### src/rtl/wsbp_pkg.sv
package wsbp_pkg;

  localparam int DEFAULT_SIZE_BITS = 32;
  localparam int HDR_LEN = 8;
  localparam int HDR_COUNT_W = $clog2(HDR_LEN);
  localparam int MAX_RESULTS = 3;
  localparam int RES_COUNT_W = $clog2(MAX_RESULTS + 1);

  localparam logic [31:0] NAME_VTTC = 32'h7674_7463;
  localparam logic [31:0] NAME_IDEN = 32'h6964_656E;
  localparam logic [31:0] NAME_STTG = 32'h7374_7467;
  localparam logic [31:0] NAME_PAYL = 32'h7061_796C;

  typedef enum logic [1:0] {
    MODE_TOP_HDR,
    MODE_TOP_SKIP,
    MODE_CHILD_HDR,
    MODE_CHILD_BODY
  } mode_t;

  typedef enum logic [1:0] {
    FIELD_NONE,
    FIELD_IDEN,
    FIELD_STTG,
    FIELD_PAYL
  } field_t;

  typedef enum logic [2:0] {
    KIND_IDEN,
    KIND_STTG,
    KIND_PAYL,
    KIND_CUE_END,
    KIND_SAMPLE_END
  } kind_t;

  typedef struct packed {
    kind_t      kind;
    logic [7:0] value;
    logic       status;
    logic       run_last;
  } result_t;

  typedef struct packed {
    result_t [MAX_RESULTS-1:0] slot;
    logic [RES_COUNT_W-1:0]    count;
  } emit_t;

  function automatic field_t field_of_name(input logic [31:0] name);
    field_t f;
    case (name)
      NAME_IDEN: f = FIELD_IDEN;
      NAME_STTG: f = FIELD_STTG;
      NAME_PAYL: f = FIELD_PAYL;
      default:   f = FIELD_NONE;
    endcase
    return f;
  endfunction

  function automatic kind_t kind_of_field(input field_t f);
    kind_t k;
    case (f)
      FIELD_IDEN: k = KIND_IDEN;
      FIELD_STTG: k = KIND_STTG;
      FIELD_PAYL: k = KIND_PAYL;
      default:    k = KIND_PAYL;
    endcase
    return k;
  endfunction

endpackage

### src/rtl/wsbp_in_if.sv
interface wsbp_in_if;
  logic       valid;
  logic       ready;
  logic [7:0] data_byte;
  logic       sample_last;

  modport source (output valid, output data_byte, output sample_last, input ready);
  modport sink (input valid, input data_byte, input sample_last, output ready);
endinterface

### src/rtl/wsbp_out_if.sv
interface wsbp_out_if;
  logic       valid;
  logic       ready;
  logic [2:0] kind;
  logic [7:0] value;
  logic       status;
  logic       run_last;

  modport source (output valid, output kind, output value, output status, output run_last,
                  input ready);
  modport sink (input valid, input kind, input value, input status, input run_last,
                output ready);
endinterface

### src/rtl/webvtt_sample_box_parser_core.sv
// Walks the box structure of one WebVTT sample carried in an ISO BMFF track.
// The sample_ch channel takes one sample byte per item, with sample_last set
// on the final byte. The result_ch channel gives the tagged bytes of the
// iden, sttg and payl children of every vttc box, a cue end when each vttc
// closes, and a sample end after the last byte, with run_last marking the
// final result caused by a byte. One byte can cause up to three results.
// A byte is processed in the cycle it is accepted and its results appear on
// result_ch in the next cycle; while result_ch takes each result, a byte
// causing one result or none is taken every cycle, so the sustained rate is
// one byte per cycle. A byte causing two or three results holds sample_ch
// off until the three-entry result buffer has drained to its last entry.
// When result_ch stalls, results wait in the buffer, and sample_ch.ready
// drops while the buffer holds more than one result or holds one result
// that result_ch does not take in that cycle.
// Reset clears the walker to wait for a top-level header and empties the
// result buffer; every sample end also returns the walker to that state.
module webvtt_sample_box_parser_core #(
  parameter int SIZE_BITS = wsbp_pkg::DEFAULT_SIZE_BITS
) (
  input logic clk,
  input logic rst,
  wsbp_in_if.sink    sample_ch,
  wsbp_out_if.source result_ch
);
  import wsbp_pkg::*;

  logic    take;
  logic    can_load;
  emit_t   emit;
  result_t head;

  assign take            = sample_ch.valid && can_load;
  assign sample_ch.ready = can_load;

  wsbp_walker #(
    .SIZE_BITS(SIZE_BITS)
  ) u_walker (
    .clk        (clk),
    .rst        (rst),
    .take       (take),
    .data_byte  (sample_ch.data_byte),
    .sample_last(sample_ch.sample_last),
    .emit       (emit)
  );

  wsbp_out_buf u_out_buf (
    .clk       (clk),
    .rst       (rst),
    .load      (take),
    .load_data (emit),
    .head_ready(result_ch.ready),
    .head_valid(result_ch.valid),
    .head      (head),
    .can_load  (can_load)
  );

  assign result_ch.kind     = head.kind;
  assign result_ch.value    = head.value;
  assign result_ch.status   = head.status;
  assign result_ch.run_last = head.run_last;

  a_end_follows_last: assert property (@(posedge clk) disable iff (rst)
    take && sample_ch.sample_last |=> result_ch.valid)
    else $error("sample end did not follow the last byte");

  a_stall_means_pending: assert property (@(posedge clk) disable iff (rst)
    !sample_ch.ready |-> result_ch.valid)
    else $error("input held off with no result pending");

  a_end_closes_run: assert property (@(posedge clk) disable iff (rst)
    result_ch.valid && result_ch.kind == KIND_SAMPLE_END |-> result_ch.run_last)
    else $error("sample end is not the last result of its byte");

  a_status_on_end_only: assert property (@(posedge clk) disable iff (rst)
    result_ch.valid && result_ch.kind != KIND_SAMPLE_END |-> !result_ch.status)
    else $error("error status on a result other than sample end");

endmodule

### src/rtl/wsbp_walker.sv
module wsbp_walker #(
  parameter int SIZE_BITS = wsbp_pkg::DEFAULT_SIZE_BITS
) (
  input  logic            clk,
  input  logic            rst,
  input  logic            take,
  input  logic [7:0]      data_byte,
  input  logic            sample_last,
  output wsbp_pkg::emit_t emit
);
  import wsbp_pkg::*;

  localparam logic [HDR_COUNT_W-1:0] COUNT_SIZE_DONE = HDR_COUNT_W'(HDR_LEN / 2 - 1);
  localparam logic [HDR_COUNT_W-1:0] COUNT_HDR_DONE = HDR_COUNT_W'(HDR_LEN - 1);

  logic [31:0]            header_shift, header_shift_next;
  logic [HDR_COUNT_W-1:0] header_count, header_count_next;
  logic                   size_over, size_over_next;
  logic [SIZE_BITS-1:0]   outer_remaining, outer_remaining_next;
  logic [SIZE_BITS-1:0]   inner_remaining, inner_remaining_next;
  mode_t                  level_mode, level_mode_next, mode_work;
  field_t                 child_field, child_field_next;
  logic                   error_seen, error_seen_next, err_work;

  logic [31:0]          shift_new;
  logic                 shift_over;
  logic                 count_is_size, hdr_done;
  logic [SIZE_BITS-1:0] hdr_size, size_body, outer_dec, inner_dec;
  logic                 hdr_bad, child_err;
  logic                 byte_evt, cue_evt;

  assign shift_new     = {header_shift[23:0], data_byte};
  assign shift_over    = (shift_new >> SIZE_BITS) != '0;
  assign count_is_size = header_count == COUNT_SIZE_DONE;
  assign hdr_done      = header_count == COUNT_HDR_DONE;
  assign hdr_size      = (level_mode == MODE_TOP_HDR) ? outer_remaining : inner_remaining;
  assign size_body     = hdr_size - SIZE_BITS'(HDR_LEN);
  assign outer_dec     = outer_remaining - 1'b1;
  assign inner_dec     = inner_remaining - 1'b1;
  assign hdr_bad       = (hdr_size < SIZE_BITS'(HDR_LEN)) || (shift_new == '0) || size_over;
  assign child_err     = hdr_done && (hdr_bad || (size_body > outer_dec));

  always_comb begin
    header_shift_next    = header_shift;
    header_count_next    = header_count;
    size_over_next       = size_over;
    outer_remaining_next = outer_remaining;
    inner_remaining_next = inner_remaining;
    mode_work            = level_mode;
    child_field_next     = child_field;
    err_work             = error_seen;
    if (!error_seen) begin
      case (level_mode)
        MODE_TOP_HDR: begin
          header_shift_next = shift_new;
          header_count_next = header_count + 1'b1;
          if (count_is_size) begin
            outer_remaining_next = shift_new[SIZE_BITS-1:0];
            size_over_next       = shift_over;
          end else if (hdr_done) begin
            header_count_next = '0;
            if (hdr_bad) begin
              err_work             = 1'b1;
              outer_remaining_next = '0;
            end else begin
              outer_remaining_next = size_body;
              if (shift_new == NAME_VTTC) begin
                if (size_body != '0) mode_work = MODE_CHILD_HDR;
              end else if (size_body != '0) begin
                mode_work = MODE_TOP_SKIP;
              end
            end
          end
        end
        MODE_TOP_SKIP: begin
          outer_remaining_next = outer_dec;
          if (outer_dec == '0) mode_work = MODE_TOP_HDR;
        end
        MODE_CHILD_HDR: begin
          outer_remaining_next = outer_dec;
          header_shift_next    = shift_new;
          header_count_next    = header_count + 1'b1;
          if (count_is_size) begin
            inner_remaining_next = shift_new[SIZE_BITS-1:0];
            size_over_next       = shift_over;
          end else if (hdr_done) begin
            header_count_next = '0;
            if (child_err) begin
              err_work             = 1'b1;
              inner_remaining_next = '0;
            end else begin
              inner_remaining_next = size_body;
              child_field_next     = field_of_name(shift_new);
              if (size_body != '0) mode_work = MODE_CHILD_BODY;
            end
          end
          if (!child_err && outer_dec == '0) begin
            header_count_next = '0;
            child_field_next  = FIELD_NONE;
            mode_work         = MODE_TOP_HDR;
          end
        end
        MODE_CHILD_BODY: begin
          outer_remaining_next = outer_dec;
          inner_remaining_next = inner_dec;
          if (inner_dec == '0) begin
            child_field_next = FIELD_NONE;
            mode_work        = MODE_CHILD_HDR;
          end
          if (outer_dec == '0) begin
            header_count_next = '0;
            mode_work         = MODE_TOP_HDR;
          end
        end
        default: begin
          mode_work = level_mode;
        end
      endcase
    end
    level_mode_next = mode_work;
    error_seen_next = err_work;
    if (sample_last) begin
      header_shift_next    = '0;
      header_count_next    = '0;
      size_over_next       = 1'b0;
      outer_remaining_next = '0;
      inner_remaining_next = '0;
      level_mode_next      = MODE_TOP_HDR;
      child_field_next     = FIELD_NONE;
      error_seen_next      = 1'b0;
    end
  end

  assign byte_evt = !error_seen && level_mode == MODE_CHILD_BODY && child_field != FIELD_NONE;
  assign cue_evt  = !error_seen && (
      (level_mode == MODE_TOP_HDR && hdr_done && !hdr_bad && shift_new == NAME_VTTC &&
       size_body == '0) ||
      (level_mode == MODE_CHILD_HDR && !child_err && outer_dec == '0) ||
      (level_mode == MODE_CHILD_BODY && outer_dec == '0));

  always_comb begin
    emit = '0;
    if (byte_evt) begin
      emit.slot[emit.count].kind  = kind_of_field(child_field);
      emit.slot[emit.count].value = data_byte;
      emit.count                  = emit.count + 1'b1;
    end
    if (cue_evt) begin
      emit.slot[emit.count].kind = KIND_CUE_END;
      emit.count                 = emit.count + 1'b1;
    end
    if (sample_last) begin
      emit.slot[emit.count].kind   = KIND_SAMPLE_END;
      emit.slot[emit.count].status = err_work || (mode_work != MODE_TOP_HDR);
      emit.count                   = emit.count + 1'b1;
    end
    if (emit.count != '0) begin
      emit.slot[emit.count - 1'b1].run_last = 1'b1;
    end
  end

  always_ff @(posedge clk) begin
    if (rst) begin
      header_shift    <= '0;
      header_count    <= '0;
      size_over       <= 1'b0;
      outer_remaining <= '0;
      inner_remaining <= '0;
      level_mode      <= MODE_TOP_HDR;
      child_field     <= FIELD_NONE;
      error_seen      <= 1'b0;
    end else if (take) begin
      header_shift    <= header_shift_next;
      header_count    <= header_count_next;
      size_over       <= size_over_next;
      outer_remaining <= outer_remaining_next;
      inner_remaining <= inner_remaining_next;
      level_mode      <= level_mode_next;
      child_field     <= child_field_next;
      error_seen      <= error_seen_next;
    end
  end

endmodule

### src/rtl/wsbp_out_buf.sv
module wsbp_out_buf (
  input  logic              clk,
  input  logic              rst,
  input  logic              load,
  input  wsbp_pkg::emit_t   load_data,
  input  logic              head_ready,
  output logic              head_valid,
  output wsbp_pkg::result_t head,
  output logic              can_load
);
  import wsbp_pkg::*;

  result_t [MAX_RESULTS-1:0] slot;
  logic [RES_COUNT_W-1:0]    count;
  logic                      pop;

  assign head_valid = count != '0;
  assign head       = slot[0];
  assign pop        = head_valid && head_ready;
  assign can_load   = (count == '0) || (count == RES_COUNT_W'(1) && head_ready);

  always_ff @(posedge clk) begin
    if (load) begin
      slot <= load_data.slot;
    end else if (pop) begin
      for (int i = 0; i < MAX_RESULTS - 1; i++) begin
        slot[i] <= slot[i+1];
      end
    end
  end

  always_ff @(posedge clk) begin
    if (rst) begin
      count <= '0;
    end else if (load) begin
      count <= load_data.count;
    end else if (pop) begin
      count <= count - 1'b1;
    end
  end

endmodule
### src/flat_wrapper.sv
// flat-port wrapper written by rule: the top's interface ports become plain ports
module webvtt_sample_box_parser_core_flat import wsbp_pkg::*;
#(
  parameter int SIZE_BITS = wsbp_pkg::DEFAULT_SIZE_BITS
)
  (clk, rst, sample_ch_valid, sample_ch_data_byte, sample_ch_sample_last, sample_ch_ready, result_ch_valid, result_ch_kind, result_ch_value, result_ch_status, result_ch_run_last, result_ch_ready);
  wsbp_in_if sample_ch_i ();
  wsbp_out_if result_ch_i ();
  input logic clk;
  input logic rst;
  input wire logic [$bits(sample_ch_i.valid)-1:0] sample_ch_valid;
  input wire logic [$bits(sample_ch_i.data_byte)-1:0] sample_ch_data_byte;
  input wire logic [$bits(sample_ch_i.sample_last)-1:0] sample_ch_sample_last;
  output wire logic [$bits(sample_ch_i.ready)-1:0] sample_ch_ready;
  output wire logic [$bits(result_ch_i.valid)-1:0] result_ch_valid;
  output wire logic [$bits(result_ch_i.kind)-1:0] result_ch_kind;
  output wire logic [$bits(result_ch_i.value)-1:0] result_ch_value;
  output wire logic [$bits(result_ch_i.status)-1:0] result_ch_status;
  output wire logic [$bits(result_ch_i.run_last)-1:0] result_ch_run_last;
  input wire logic [$bits(result_ch_i.ready)-1:0] result_ch_ready;
  assign sample_ch_i.valid = sample_ch_valid;
  assign sample_ch_i.data_byte = sample_ch_data_byte;
  assign sample_ch_i.sample_last = sample_ch_sample_last;
  assign sample_ch_ready = sample_ch_i.ready;
  assign result_ch_valid = result_ch_i.valid;
  assign result_ch_kind = result_ch_i.kind;
  assign result_ch_value = result_ch_i.value;
  assign result_ch_status = result_ch_i.status;
  assign result_ch_run_last = result_ch_i.run_last;
  assign result_ch_i.ready = result_ch_ready;
  webvtt_sample_box_parser_core #(.SIZE_BITS(SIZE_BITS)) u_core (.clk(clk), .rst(rst), .sample_ch(sample_ch_i), .result_ch(result_ch_i));
endmodule
### config.mk
export PLATFORM = sky130hd
export DESIGN_NAME = webvtt_sample_box_parser_core_flat
export DESIGN_NICKNAME = d
export VERILOG_FILES = /design/src/rtl/wsbp_pkg.sv /design/src/rtl/wsbp_in_if.sv /design/src/rtl/wsbp_out_if.sv /design/src/rtl/webvtt_sample_box_parser_core.sv /design/src/rtl/wsbp_walker.sv /design/src/rtl/wsbp_out_buf.sv /design/src/flat_wrapper.sv
export SDC_FILE = /design/constraint.sdc
export NUM_CORES = 1
export LEC_CHECK = 0
export ABC_AREA = 0
export ABC_CLOCK_PERIOD_IN_PS = 7700
export BUFFER_PORTS_ARGS = -buffer_cell sky130_fd_sc_hd__buf_4
export CORE_ASPECT_RATIO = 2
export CORE_UTILIZATION = 50
export DETAILED_ROUTE_END_ITERATION = 8
export MAX_ROUTING_LAYER = met4
export PLACE_DENSITY_LB_ADDON = 0.3
export SYNTH_ARGS = -nofsm -noshare
export SYNTH_HDL_FRONTEND = slang
export SYNTH_SLANG_ARGS = --single-unit
export TNS_END_PERCENT = 100
### constraint.sdc
create_clock -name clk -period 7.7 [get_ports clk]
set_input_delay 0.385 -clock clk [delete_from_list [all_inputs] [get_ports clk]]
set_output_delay 0.385 -clock clk [all_outputs]
set_load 0.01 [all_outputs]
Yosys cells after proc, flatten, opt, wreduce, memory -nomap -nowiden
Cells that the tools add are included.
Widths: inputs -> output; s select.
{ "totals": {"regBits": 138, "output_inout_bits": 15, "word_cells": 193, "in_bits": 13} }
{ "classes": {"add_sub_neg": 8, "n_lt_le_gt_ge": 8, "n_reduce_logical": 52, "n_eq_ne": 20, "muxes": 84} }
{ "op_table": {"columns": ["op", "count"], "rows": [
  ["$mux 32", 11],
  ["$bwmux 39", 4],
  ["$eq 32x31->1 const B", 4],
  ["$logic_not 32->1", 4],
  ["$pmux 32 s2", 2],
  ["$demux 13 s2", 4],
  ["$mux 41", 2],
  ["$mux 24", 3],
  ["$sub 32x1->32 const B", 2],
  ["$mux 2", 26],
  ["$mux 26", 2],
  ["$mux 39", 1],
  ["$gt 32x32->1", 1],
  ["$lt 32x4->1 const B", 1],
  ["$reduce_bool 32->1", 1],
  ["$sub 32x4->32 const B", 1],
  ["$mux 13", 2],
  ["$ne 4x4->1 const B", 5],
  ["$logic_and 1x1->1", 18],
  ["$mux 3", 6],
  ["$mux 1", 14],
  ["$reduce_bool 2->1", 7],
  ["$reduce_and 4->1", 3],
  ["$mux 10", 1],
  ["other kinds (25)", 47]
]} }

Depth between registers and ports, before layout
Gate-level depths: netlist of run 1.
{ "depth": {"depth_word": 29, "mapped_depth": 30, "mapped_depth_nobuf": 23} }

Hierarchy
From an unflattened synthesis of run 1, not the netlist that was laid out.
{ "unflattened": {"hier_cells": 1442, "hier_area_um2": 11537.3} }
{ "modules_own_cells": {"columns": ["module", "area_per_inst_um2", "cells_each", "n_inst"], "rows": [
  ["wsbp_walker", 9755.6, 1341, 1],
  ["wsbp_out_buf", 1775.5, 100, 1],
  ["webvtt_sample_box_parser_core", 6.3, 1, 1]
]} }

Least setup slack after synthesis of run 1
No wires, ideal clock.
{ "synth_path": {"kind": "register to register", "start": "register u_core.u_walker.level_mode[1]", "end": "register u_core.u_out_buf.slot[26] (netlist name), data pin", "arrival_time_ns": 5.425, "stages_incl_launch_ff": 27, "path_buffers": 7, "setup_ns": 0.260, "period_less_slack_ns": 5.684, "setup_slack_ns": 2.016, "cell_sequence": "dfxtp_1 -> or2_1 -> buf_6 -> buf_6 -> buf_6 -> buf_6 -> buf_2 -> buf_2 -> mux2i_1 -> ha_1 -> nand4b_1 -> nor4_4 -> nand3_1 -> xor2_1 -> ha_1 -> nand4_1 -> nor4_1 -> nand2_1 -> a31oi_1 -> o22ai_1 -> a21boi_4 -> nand2_1 -> a21oi_1 -> inv_2 -> ha_1 -> clkbuf_1 -> mux2_2"} }
{ "synth_between": {"elab_chain_len": 23} }
{ "synth_lines": {"columns": ["element", "line", "rtl"], "rows": [
  ["start: declaration", "wsbp_walker.sv:21", "mode_t level_mode, level_mode_next, mode_work;"],
  ["start signal: assignment", "wsbp_walker.sv:178", "level_mode <= level_mode_next;"],
  ["branches (longest 13 deep; another with $sub 32x4->32)", null, null],
  ["$mux 41 *", "wsbp_walker.sv:148", "if (cue_evt) begin"],
  ["$add 2x1->2", "wsbp_walker.sv:155", "emit.count = emit.count + 1'b1;"],
  ["$mux 41 *", "wsbp_walker.sv:152", "if (sample_last) begin"],
  ["$sub 2x1->2", "wsbp_walker.sv:158", "emit.slot[emit.count - 1'b1].run_last = 1'b1;"],
  ["$lt 2x3->1 (not written as such) or $ge 2x1->1 (tied branches)", "wsbp_walker.sv:158", null],
  ["$logic_and 1x1->1 (not written as such)", "wsbp_walker.sv:158", null],
  ["$mux 1 (not written as such)", "wsbp_walker.sv:158", null],
  ["$demux 13 s2", "wsbp_walker.sv:158", null],
  ["$bwmux 39", "wsbp_walker.sv:158", null],
  ["$mux 39 *", "wsbp_walker.sv:157", "if (emit.count != '0) begin"],
  ["end signal: assignment", "wsbp_out_buf.sv:24", "slot <= load_data.slot;"],
  ["end signal: indexed assignment", "wsbp_out_buf.sv:27", "slot[i] <= slot[i+1];"],
  ["end: declaration", "wsbp_out_buf.sv:13", "result_t [MAX_RESULTS-1:0] slot;"]
]} }
Every way passes the cells marked *.
A chain may end at the register's enable or synchronous reset.

Worst setup path in the final report of run 1
{ "layout_path": {"start": "register u_core.u_walker.level_mode[1]", "end": "register u_core.u_out_buf.count[0]"} }
{ "layout_between": {"elab_chain_len": 17} }
{ "layout_lines": {"columns": ["element", "line", "rtl"], "rows": [
  ["branches (longest 13 deep; another with $sub 32x4->32)", null, null],
  ["$mux 41 *", "wsbp_walker.sv:148", null],
  ["$add 2x1->2", "wsbp_walker.sv:155", null],
  ["$mux 41 *", "wsbp_walker.sv:152", null],
  ["$mux 2 *", "wsbp_out_buf.sv:35", "end else if (load) begin"],
  ["end signal: assignment", "wsbp_out_buf.sv:36", "count <= load_data.count;"],
  ["end signal: assignment", "wsbp_out_buf.sv:38", "count <= count - 1'b1;"],
  ["end: declaration", "wsbp_out_buf.sv:14", "logic [RES_COUNT_W-1:0] count;"]
]} }
Marked as above.

==> results.md, run 1 <==
* Run status: complete, no violations
* H-Tree Depth at 4
* Ys Warns at 0
* CP Launch Type: flop
* Min-Delay Startpoint: sample_ch_valid
* Gr usage total at 43.6%
* Register-to-Register Path Depth at 23
* Min Tclk post-route at 6.23 ns
* Post-Synthesis Net Count at 1424
* Gpl congestion at 1.04
* Core area at 20000 um2
* Final hold violation count at 0
* Mapped cell area at 10300 um2
* Die area at 21100 um2
* Post-CTS sizing at 0
* Crit share post-route at 80.9%
* CTS tree: done
* Fillers at 1928
* Synth cell count leaders: nor2_1, a21oi_1, dfxtp_1
* Post-CTS Setup Bufs at 0
* Clock Skew at 0.0118 ns
* R2R setup slack at 1.47 ns
* Worst Path Arrival at 6.55 ns
* Grt total ovfl at 0
* Worst hold-check path type: in2reg
* Clock Latency Late Sink at 0.45 ns
* DP HPWL at 31100 um
* RSZ-0062 raised after global routing: false
* Initial antenna violation count at 0
* Unique cell type count in the Yosys netlist at 82
* # diodes at 0
* First-pass DRT Iterations at 7
* Port bufs at 27
* CP endpoint kind: flop
* Final Setup Violations at 0
* Area share of the largest cell type after synthesis at 19.1%
* R2R Path Start: u_core.u_walker.level_mode[1]$_SDFFE_PP0P_
* # hold bufs at CTS at 0
* Largest net degree at the start of global routing at 68
* Synth-to-Final Area Change at 7.10%
* DR vias at 11000
* Syn Inst Count at 1365
* Post-route core utilization at 54.9%
* Dominant cell by count in the synthesized netlist: nor2_1
* Critical Path RT at 8.02 ns
* Most common flop cell mapped by yosys: dfxtp_1
* Clock Sinks at 118
* Critical path class: reg2reg
* Final #Nets at 1352
* Min-Delay Endpoint: u_core.u_out_buf.slot[24]$_SDFFCE_PN0P_
* Post-synthesis sequential area ratio at 25.0%
* DR WL/cell at 27.6 um
* EDFF count, synth at 20
* Asr flop ratio synth at 0%
* Worst-Margin Slew at 1.30 ns
* DRT iter0 DRCs at 1214
* Synthesized flop and latch total at 118
* # IOs at 28
* DIE WIDTH at 103 um
* Drt total wl at 43300 um
* Hold Path Stages at 2
* Fmax at 161 MHz
* Final ANT Viol Nets at 0
* Initial cell density of the core at 51.3%
* Maximum clock path buffer count at 2
* Mean post-synth cell area at 7.51 um2
* DRC errors left at 0
* R2r endpoint: u_core.u_out_buf.count[0]$_SDFFE_PP0P_
* Clock-pin slew on the worst setup and hold paths at 0.06 ns
* Vias in the first global route at 10300
* FP Rows at 73
* CP max FO at 52
* Top cell type by total area after synthesis: dfxtp_1
* Layout cells sized above 1 at 8.58%
* Max_slew headroom at 13.3%
* Die Span Y at 205 um
* Synth top area cells: dfxtp_1, a21oi_1, nor2_1
* Buffer type at the clock tree root: clkbuf_16
* First-pass GRT wire length at 63500 um
* Via/cell ratio at 7.01
* Max-cap viol count at 0
* Setup TNS at 0 ns
* Clock buffer count from CTS at 17
* Count of final max-slew check failures at 0
-- area by class of cell --
cell class                      instances  area, um2  share of cell area (%)
Clock inverter                         11        148                    1.34
Tap cell                              262        328                    2.98
Timing Repair Buffer                   50        375                    3.42
Inverter                               36        135                    1.23
Multi-Input combinational cell       1070       6970                    63.5
Sequential cell                       118       2560                    23.3
Clock buffer                           21        460                    4.19
-- sequential cells by signal, indices dropped and copies added, names as in the netlist --
signal / count
u_core.u_out_buf.count: 2
u_core.u_out_buf.head: 13
u_core.u_out_buf.slot: 7
u_core.u_walker.child_field: 2
u_core.u_walker.error_seen: 1
u_core.u_walker.header_count: 3
u_core.u_walker.header_shift: 24
u_core.u_walker.inner_remaining: 32
u_core.u_walker.level_mode: 2
u_core.u_walker.outer_remaining: 32
-- per-layer routing --
metal  routed length, um  vias to the layer above  GRT usage, %
met5                   0                        -             -
met4                4190                        0          36.2
met3                3820                      214          8.39
met2               19700                      696          65.4
met1               15600                     5153          49.2
li1                    -                     4930             -
-- stage by stage --
stage	instances	cell area, um2	hold slack, ns	worst slack (ns)
6_report	1568	11000	0.268	1.47
3_3_place_gp	1536	10400	0.460	1.57
2_1_floorplan	1365	10300	0.446	2.02
5_1_grt	1568	11000	0.294	1.07
4_1_cts	1568	11000	0.260	1.53
3_5_place_dp	1536	10400	0.467	1.54
-- worst max-delay path, cell delays in order, from the launching register on --
cell	delay [ns]
dfxtp_1	0.31
buf_4	0.26
or2_4	0.62
buf_4	0.48
mux2i_1	0.47
nand4_2	0.19
nor4_4	0.34
nand3_1	0.13
xor2_1	0.21
ha_1	0.32
nand4_1	0.13
nor4_1	0.41
nand2_1	0.18
a31oi_1	0.17
o22ai_1	0.19
a21boi_4	0.32
nand2_1	0.09
a21oi_1	0.27
inv_2	0.06
ha_1	0.38
xnor2_1	0.19
nor2_1	0.06
a211oi_1	0.22
nor2_1	0.05
-- worst max path at each step --
stage                                                           from                                       to  slack, ns  depth (start not counted)
after floorplan           u_core.u_walker.level_mode[1]$_SDFFE_PP0P_  u_core.u_out_buf.slot[26]$_SDFFCE_PN0P_       2.02                         26
after global placement    u_core.u_walker.level_mode[1]$_SDFFE_PP0P_   u_core.u_out_buf.count[0]$_SDFFE_PP0P_       1.57                         23
after detailed placement  u_core.u_walker.level_mode[1]$_SDFFE_PP0P_   u_core.u_out_buf.count[0]$_SDFFE_PP0P_       1.54                         23
after CTS                 u_core.u_walker.level_mode[1]$_SDFFE_PP0P_   u_core.u_out_buf.count[0]$_SDFFE_PP0P_       1.53                         23
after global routing      u_core.u_walker.level_mode[1]$_SDFFE_PP0P_   u_core.u_out_buf.count[0]$_SDFFE_PP0P_       1.07                         23
final                     u_core.u_walker.level_mode[1]$_SDFFE_PP0P_   u_core.u_out_buf.count[0]$_SDFFE_PP0P_       1.47                         23
-- kinds of logic (layout without fill, tap and decap cells) --
family / after synthesis / in the layout / synth area share (%)
adder cells (fa/ha/maj): 46 / 46 / 5.61
multiplexers: 40 / 40 / 4.14
flip-flops: 118 / 118 / 25.0
XOR/XNOR: 65 / 65 / 5.55
AND/OR/NAND/NOR: 567 / 567 / 29.0
buffers and inverters: 177 / 118 / 7.48
AO/OA/AOI/OAI: 352 / 352 / 23.3
-- cells in the final DEF, fill, tap and decap left out, types with 8 or more instances in the layout --
master	Yosys	routed
mux2i_1	34	34
buf_4	11	50
nand4_1	33	33
inv_1	35	35
nand3_1	35	35
a22o_1	9	9
a22oi_1	14	14
nor2_1	161	159
or4_1	11	11
ha_1	46	45
and3_1	16	16
xnor2_1	40	40
or3_1	14	14
nor3b_1	28	28
nand2b_1	11	11
nor3_1	50	50
a221o_1	9	9
a221oi_1	38	38
nor2b_1	9	8
clkbuf_16	0	17
dfxtp_1	98	98
nor4_1	48	48
o21ai_0	39	37
a31oi_1	11	11
nand2_1	97	97
o31ai_1	10	10
edfxtp_1	20	20
xor2_1	25	25
a2111oi_0	23	23
a21oi_1	130	130
Power of run 1 is not shown: default switching activity piles up to over one toggle a cycle in this logic, so the estimate is an artifact.
==> inputs of run 2 (changes only) <==
- ABC_CLOCK_PERIOD_IN_PS: 7700 -> 5660
- clock period: 7.7 -> 5.66 ns (I/O delays scaled with it)
==> run 2 against run 1 <==
  * Utilization rose by 2.0 points
  * Clock skew down 0.0019 ns
  * Non-clock buffer count is 54 higher
  * Flip-flop and latch count unchanged
  * Cell area grew 3.6%
  * Setup slack worse by 1.2 ns
  * Critical endpoint is now u_core.u_walker.inner_remaining[9]$_SDFFE_PP0P_
  * Highest routed layer unchanged
==> results.md, run 2 (synthesis gave the netlist of run 1 again) <==
* Run status: complete, no violations
* Critical Path RT at 6.01 ns (-2.01 ns)
* CP top delay family: simple AND/OR/NAND/NOR gates
* Maximum clock path buffer count at 2 (unchanged)
* # diodes at 0 (unchanged)
* Slowest CP cell: or4_1
* DP HPWL at 33900 um (+9.0%)
* Critical path class: reg2reg
* Largest net degree at the start of global routing at 67 (-1.5%)
* Layout cells sized above 1 at 12.5% (+3.9 points)
* Clock Sinks at 118 (unchanged)
* Final Setup Violations at 0 (unchanged)
* Cell repeated most along the worst path: buf_4
* Most common cell after layout, fill and taps aside: nor2_1
* Fmax at 185 MHz (+15%)
* DRC errors left at 0 (unchanged)
* Biggest regs: u_core.u_walker.inner_remaining x32, u_core.u_walker.outer_remaining x32, u_core.u_walker.header_shift x24
* Count of final max-slew check failures at 0 (unchanged)
* Initial antenna violation count at 0 (unchanged)
* First-pass GRT wire length at 66300 um (+4.5%)
* Final hold violation count at 0 (unchanged)
* DR WL/cell at 28.1 um (+1.6%)
* Initial cell density of the core at 51.3% (unchanged)
* Fin area at 11400 um2 (+3.6%)
* First-pass DRT Iterations at 6 (-1)
* Buffer type at the clock tree root: clkbuf_16
* DRT iter0 DRCs at 1078 (-11%)
* Worst hold-check path type: in2reg
* Worst-Margin Slew at 1.18 ns (-0.117 ns)
* Grt total ovfl at 0 (unchanged)
* Clock buffer count from CTS at 17 (unchanged)
* CTS tree: done
* Max-cap viol count at 0 (unchanged)
* Final worst slack at 0.268 ns (-1.21 ns)
* Drt total wl at 45500 um (+5.1%)
* Crit share post-route at 95.3% (+14 points)
* # IOs at 28 (unchanged)
* Min Tclk post-route at 5.39 ns (-0.835 ns)
* Critical path buffers and inverters at 4 (+1)
* Cell breakdown of the critical path: or2_4 > mux2i_1 > ha_1 > and4_1 > buf_4 > xor2_1 > inv_1 > ha_1 > nand4_1 > or4_1 > o22ai_2 > a21boi_4 > buf_4 > or2_2 > o21ai_0 > buf_4 > a21oi_1 > o32ai_1
* Die area at 21100 um2 (unchanged)
* Post-CTS sizing at 0 (unchanged)
* Post-route core utilization at 56.9% (+2.0 points)
* Synth-to-Final Area Change at 10.9%
* Max_slew headroom at 20.7% (+7.4 points)
* Vias in the first global route at 10500 (+2.4%)
* Gpl congestion at 1.02 (-2.4%)
* Final #Nets at 1406 (+4.0%)
* # hold bufs at CTS at 0 (unchanged)
* CP max stage delay at 0.61 ns (about the same)
* Via/cell ratio at 6.94 (-0.96%)
* DR vias at 11300 (+2.4%)
* Port bufs at 27 (unchanged)
* CP Launch Type: flop
* Core area at 20000 um2 (unchanged)
* Clock Latency Late Sink at 0.45 ns (about the same)
* DP Area at 10800 um2 (+4.0%)
* Place WS at 0.164 ns (-1.38 ns)
* Gr usage total at 45.7% (+2.1 points)
* H-Tree Depth at 4 (unchanged)
* RSZ-0062 raised after global routing: false
* CP endpoint kind: flop
* Most frequent cells in the layout: nor2_1, a21oi_1, buf_4
* Worst Path Arrival at 5.75 ns (-0.80 ns)
* Clock-pin slew on the worst setup and hold paths at 0.06 ns (about the same)
* FP Rows at 73 (unchanged)
* DIE WIDTH at 103 um (unchanged)
* Final ANT Viol Nets at 0 (unchanged)
* Die Span Y at 205 um (unchanged)
* Clock Skew at 0.00992 ns (-0.00192 ns)
* CP max FO at 12 (-77%)
* Post-CTS Setup Bufs at 0 (unchanged)
* Setup TNS at 0 ns (unchanged)
run 2: changes by cell type in the layout (fill, tap and decap cells not counted), sizes merged:
cell      before  now
clkinvlp       4    5
clkbuf        21   20
buf           50  104
bufinv         3    1
clkinv         2    5
inv           38   37
run 2: metal layers:
layer  routed length (um)  up-vias  track usage [%]
li1                     -     5054                -
met1                16500     5344             50.8
met2                21000      640             70.4
met3                 3650      224             8.73
met4                 4310        0             35.8
met5                    0        -                -
run 2: path summary, 6_finish.rpt:
path,start,endpoint,slack (ns),depth (start not counted)
setup / recovery,u_core.u_walker.level_mode[1]$_SDFFE_PP0P_,u_core.u_walker.inner_remaining[9]$_SDFFE_PP0P_,0.27,18
hold / removal,sample_ch_valid,u_core.u_out_buf.slot[24]$_SDFFCE_PN0P_,0.17,2
setup reg to reg,u_core.u_walker.level_mode[1]$_SDFFE_PP0P_,u_core.u_walker.inner_remaining[9]$_SDFFE_PP0P_,0.27,18
hold reg to reg,u_core.u_walker.child_field[0]$_SDFFE_PP0P_,u_core.u_walker.child_field[0]$_SDFFE_PP0P_,0.47,2
run 2: metrics by stage:
stage	instances	hold WS, ns
final	1622	0.170
after floorplan	1365	0.446
after detailed placement	1590	0.469
after global routing	1622	0.184
after CTS	1622	0.152
after global placement	1590	0.460
run 2: area by class of cell:
type	count	area, um2
fill	1871	8630
multi-input combinational	1070	7000
sequential	118	2560
timing repair buffer	104	793
clock buffer	20	457
tap	262	328
inverter	36	135
clock inverter	12	104
run 2: worst register-to-register path, delay by kind of cell, from the launching register on:
kind | cells | cell delay (ns)
buffers and inverters | 4 | 0.77
xor gates and xnor gates | 1 | 0.26
and+or+nand+nor | 5 | 1.95
AOI/OAI and AO/OA | 5 | 1.10
muxes | 1 | 0.28
DFF | 1 | 0.36
adders and majority gates | 2 | 0.57
Power of run 2 is left out for the same reason.
